===== src/rtl/core/sliding_window_rate_limiter_macros.svh =====
// ----------------------------------------------------------------------------
// sliding_window_rate_limiter_macros
// Assertion helpers for the rate limiter.
// ----------------------------------------------------------------------------
`ifndef SLIDING_WINDOW_RATE_LIMITER_MACROS_SVH
`define SLIDING_WINDOW_RATE_LIMITER_MACROS_SVH
// Implication checked on every clock edge outside reset.
`define SWRL_ASSERT_IMP(lbl, ante, cons, msg) \
  lbl: assert property (@(posedge clk) disable iff (!rst_n) (ante) |-> (cons)) \
    else $error(msg);
// Next-cycle implication checked outside reset.
`define SWRL_ASSERT_NEXT(lbl, ante, cons, msg) \
  lbl: assert property (@(posedge clk) disable iff (!rst_n) (ante) |=> (cons)) \
    else $error(msg);
`endif


===== src/rtl/core/swrl_ram.sv =====
// ----------------------------------------------------------------------------
// swrl_ram
// Generic single-port-write, single-read RAM with registered read data.
// ----------------------------------------------------------------------------
module swrl_ram #(
  parameter int Width = 8,
  parameter int Depth = 16
) (
  input  logic                     clk,
  input  logic                     we,
  input  logic [$clog2(Depth)-1:0] waddr,
  input  logic [Width-1:0]         wdata,
  input  logic [$clog2(Depth)-1:0] raddr,
  output logic [Width-1:0]         rdata
);
  logic [Width-1:0] mem [Depth];

  always_ff @(posedge clk) begin
    if (we) begin
      mem[waddr] <= wdata;
    end
    rdata <= mem[raddr];
  end
endmodule


===== config.mk =====
export PLATFORM = sky130hd
export DESIGN_NAME = swrl_ram
export DESIGN_NICKNAME = d
export VERILOG_FILES = /design/src/rtl/core/sliding_window_rate_limiter_macros.svh /design/src/rtl/core/swrl_ram.sv
export SDC_FILE = /design/constraint.sdc
export NUM_CORES = 1
export LEC_CHECK = 0
export BUFFER_PORTS_ARGS = -buffer_cell sky130_fd_sc_hd__buf_2
export CAP_MARGIN = 10
export CORE_ASPECT_RATIO = 1.2
export CORE_MARGIN = 3
export CORE_UTILIZATION = 35
export CTS_BUF_LIST = sky130_fd_sc_hd__clkbuf_4 sky130_fd_sc_hd__clkbuf_8
export CTS_CLUSTER_SIZE = 16
export DETAILED_ROUTE_END_ITERATION = 6
export SLEW_MARGIN = 20
export SYNTH_ARGS = -nofsm -noshare
export SYNTH_HDL_FRONTEND = slang
export SYNTH_SLANG_ARGS = --single-unit

===== constraint.sdc =====
create_clock -name clk -period 3.9 [get_ports clk]
set_input_delay 0.585 -clock clk [delete_from_list [all_inputs] [get_ports clk]]
set_output_delay 0.585 -clock clk [all_outputs]
set_load 0.02 [all_outputs]

======== Yosys cells after proc, flatten, opt, wreduce, memory -nomap -nowiden ========
Memory sizes are Yosys's and may differ from the RTL's. A register that Yosys moved wholly into a read port is not among the register bits.
Cells that the tools add are included.
storage, ports and cells
  register bits ........................... 0
  bits in latches ......................... 0
  RAM bits ................................ 128
  memory bits (read-only) ................. 0
  input port bits ......................... 18
  logic and storage cells ................. 3
  memories kept ........................... 1
operators by class
  add/sub/neg operators ................... 0
  multiply operators ...................... 0
  divide/modulo/power cells ............... 0
  order comparisons ....................... 0
  equality and inequality tests ........... 0
  shift-type cells ........................ 0
  mux-type cells .......................... 2
  bitwise operators ....................... 0
  reductions and logical operators ........ 0
memories
  memory  words  width  read ports  clocked after memory_dff  write ports  RTL line        source
  mem     16     8      1           1                         1            swrl_ram.sv:16  logic [Width-1:0] mem [Depth];
operators with widths
  kind              count
  2-to-1 mux 1 bit  2

======== Logic depth before layout (Yosys ltp) ========
  depth in word-level cells ............... 2
  depth in mapped cells ................... 5
  gate-level depth less buffers ........... 3

======== Worst setup path after synthesis ========
Ideal clock, no wire load.
  path type ............................... in2reg
  start ................................... input waddr[2]
  end ..................................... memory mem[0][0] (enable)
  library setup time ...................... 383 ps
  arrival ................................. 1,695 ps
  required time ........................... 3,517 ps
  slack ................................... 1,822 ps
  stages on the path ...................... 2
  buffers on the path ..................... 0
  path through ............................ or3b_2 nor3_1
RTL lines
  element          RTL line        source
  start, declared  swrl_ram.sv:11  input logic [$clog2(Depth)-1:0] waddr,
  end, declared    swrl_ram.sv:16
Straight into the memory's write port.

==> results.py <==
metrics = {
    "cells_and_area": {
        "seq_area_sq_um": 4004,
        "utilization": 0.4150,
        "layout_common_cells": "128 x edfxtp_1, 25 x buf_2, 18 x mux4_2",
        "multiInputGateArea_sq_um": 1067,
        "fillers": 1252,
        "drive_gt1_frac": 0.2929,
        "syn_to_final_growth_pct": 13.78,
        "fin_nets": 285,
        "antennaDiodeCount": 0,
        "final_common_cell": "edfxtp_1",
    },
    "timing": {
        "final-hold-violation-count": 0,
        "period_minus_slack_ps": 2072,
        "fin_tns_setup_ps": 0,
        "finClkSkew_ps": 11.98,
        "setup_violations": 0,
        "rsz0062_at_grt": "no",
        "max_slew.worst_pin.slew_ps": 946.1,
        "fin_crit_sh": 0.5313,
        "hold_ws_ps": 535.2,
        "timing.fmax_mhz": 482.6,
        "relSlewSlack": 0.3669,
        "final_max_slew_viol_count": 0,
    },
    "critical_path": {
        "end_kind": "flip-flop",
        "cp.required_ps": 4210,
        "path_class": "in2reg",
        "arrival_ps": 2390,
        "cp_num_buf_inv": 2,
        "slowest_delay_ps": 570,
        "critPathMaxFanout": 21,
        "crit_family": "buffers and inverters",
        "startpoint_type": "input pin",
        "slowest_stage": "mux4_1",
        "crit_chain": "buf_2 > buf_4 > mux4_1 > a22oi_1 > nand2_1",
    },
    "pwr": {
        "powerDensity_nw_per_um2": 509.7,
        "power_uw": 2985,
        "p_leak_uw": 0.001920,
        "ir_drop_uv": 337.0,
    },
    "route": {
        "drc_errors": 0,
        "wl_met1_um": 4441,
        "dr_wl_met3_um": 546,
        "wl_met2_um": 4896,
        "ant_nets": 0,
        "drt_iter0_markers": 185,
        "top_layer_used": "met4",
        "vias": 2318,
        "viasPerCell": 5.140,
        "routed_wl_um": 9950,
        "dr.pass1.iters": 4,
        "wl_per_cell_um": 22.06,
    },
    "run_status": {
        "status": "completed",
    },
    "grt": {
        "grt_max_degree": 33,
        "grt_pass1_vias": 2498,
        "overflow": 0,
        "antenna_found_initial": 0,
        "grt_usage": 0.1331,
        "grt_first_pass_wirelength_um": 15230,
    },
    "synth": {
        "synth.distinct_cells": 19,
        "synth_nets": 247,
        "syn_inst": 229,
        "ys_seq_area_frac": 0.7778,
        "avgSynthCellArea_sq_um": 22.48,
        "synth_top_cell_area_share": 0.7467,
        "ys_ff_latch": 136,
        "yosysTopAreaCell": "edfxtp_1",
        "yosys-top-cells-area": "edfxtp_1 75%, mux4_2 7.9%, mux4_1 7.1%, dfxtp_1 3.1%, a22oi_1 2.3%",
        "yosys_warnings": 0,
        "syn_area_sq_um": 5147,
    },
    "die": {
        "core_area_sq_um": 14110,
        "die_width_um": 116.7,
        "design.die.area_sq_um": 16200,
        "row_count": 47,
        "initial_core_util": 0.3647,
        "die_y_um": 138.8,
        "io_pins": 26,
    },
    "clock_tree": {
        "cts.path.max_buffers": 2,
        "postCtsHoldBufs": 0,
        "cts_buffers": 17,
        "htreeDepth": 4,
        "cts_setup_buffers": 0,
        "insertion_delay_ps": 430,
        "cts_root_buf": "clkbuf_8",
        "cts_resized": 0,
        "path_clk_slew_ps": 80,
        "cts_sinks": 136,
        "cts_tree": "built",
    },
    "run": {
        "drv_cap": 0,
    },
    "place": {
        "post-dp-hpwl_um": 6171,
        "gp_congestion": 0.6894,
        "portBuffers": 25,
    },
    "min_path": {
        "hold_class": "in2reg",
    },
}
Yosys cell counts, drive strengths merged:
library cell,count
nor2,13
clkdlybuf4s25,3
nor3,4
or3b,1
nand3b,2
a22oi,16
edfxtp,128
nand2,9
mux4,32
dfxtp,8
and2,1
nand3,1
nor2b,1
buf,7
and2b,1
nand2b,2
path summary, 6_finish.rpt:
path                            startpoint   endpoint  slack [ps]  cells past startpoint
worst max-delay path              raddr[0]   rdata[5]        1830                      5
worst min-delay path              wdata[6]  mem[7][6]         540                      1
worst max register to register   mem[3][7]   rdata[7]        2490                      3
worst min register to register  mem[14][0]   rdata[0]         670                      3
kinds of logic (layout without fill, tap and decap cells):
logic type / Yosys count / count (layout) / synth area share
AOI/OAI and AO/OA: 16 / 16 / 0.02334
and+or+nand+nor: 35 / 35 / 0.03184
buffers and inverters: 10 / 61 / 0.01677
DFF: 136 / 136 / 0.7778
muxes: 32 / 32 / 0.1502
final cells by class:
cell class	instances	area share
Tap cell	171	0.03653
Clock buffer	18	0.04123
Sequential cell	136	0.6836
Timing Repair Buffer	29	0.02649
Clock inverter	14	0.02991
Multi-Input combinational cell	83	0.1822
power breakdown:
group / internal, uW / switching, uW / total, uW
Clock: 645 / 543 / 1190
Combinational: 59.9 / 94.4 / 154
Sequential: 1630 / 10.6 / 1640
Total: 2340 / 648 / 2990
sequential cells by signal (all words and copies together) (netlist names):
name   flops
mem      128
rdata      8
stage by stage:
step	cell area, sq um	instances	setup slack (ps)
final	5857	451	1828
after CTS	5857	451	1804
after floorplan	5147	229	1822
after global placement	5440	419	1331
after global routing	5857	451	1690
after detailed placement	5440	419	1327
per-layer routing:
layer / vias to the layer above / GRT usage
li1: 1048 / -
met3: 7 / 0.03841
met1: 1195 / 0.1880
met5: - / 0
met2: 68 / 0.1990
met4: 0 / 0.04348
(Power assumes the default switching activity.)
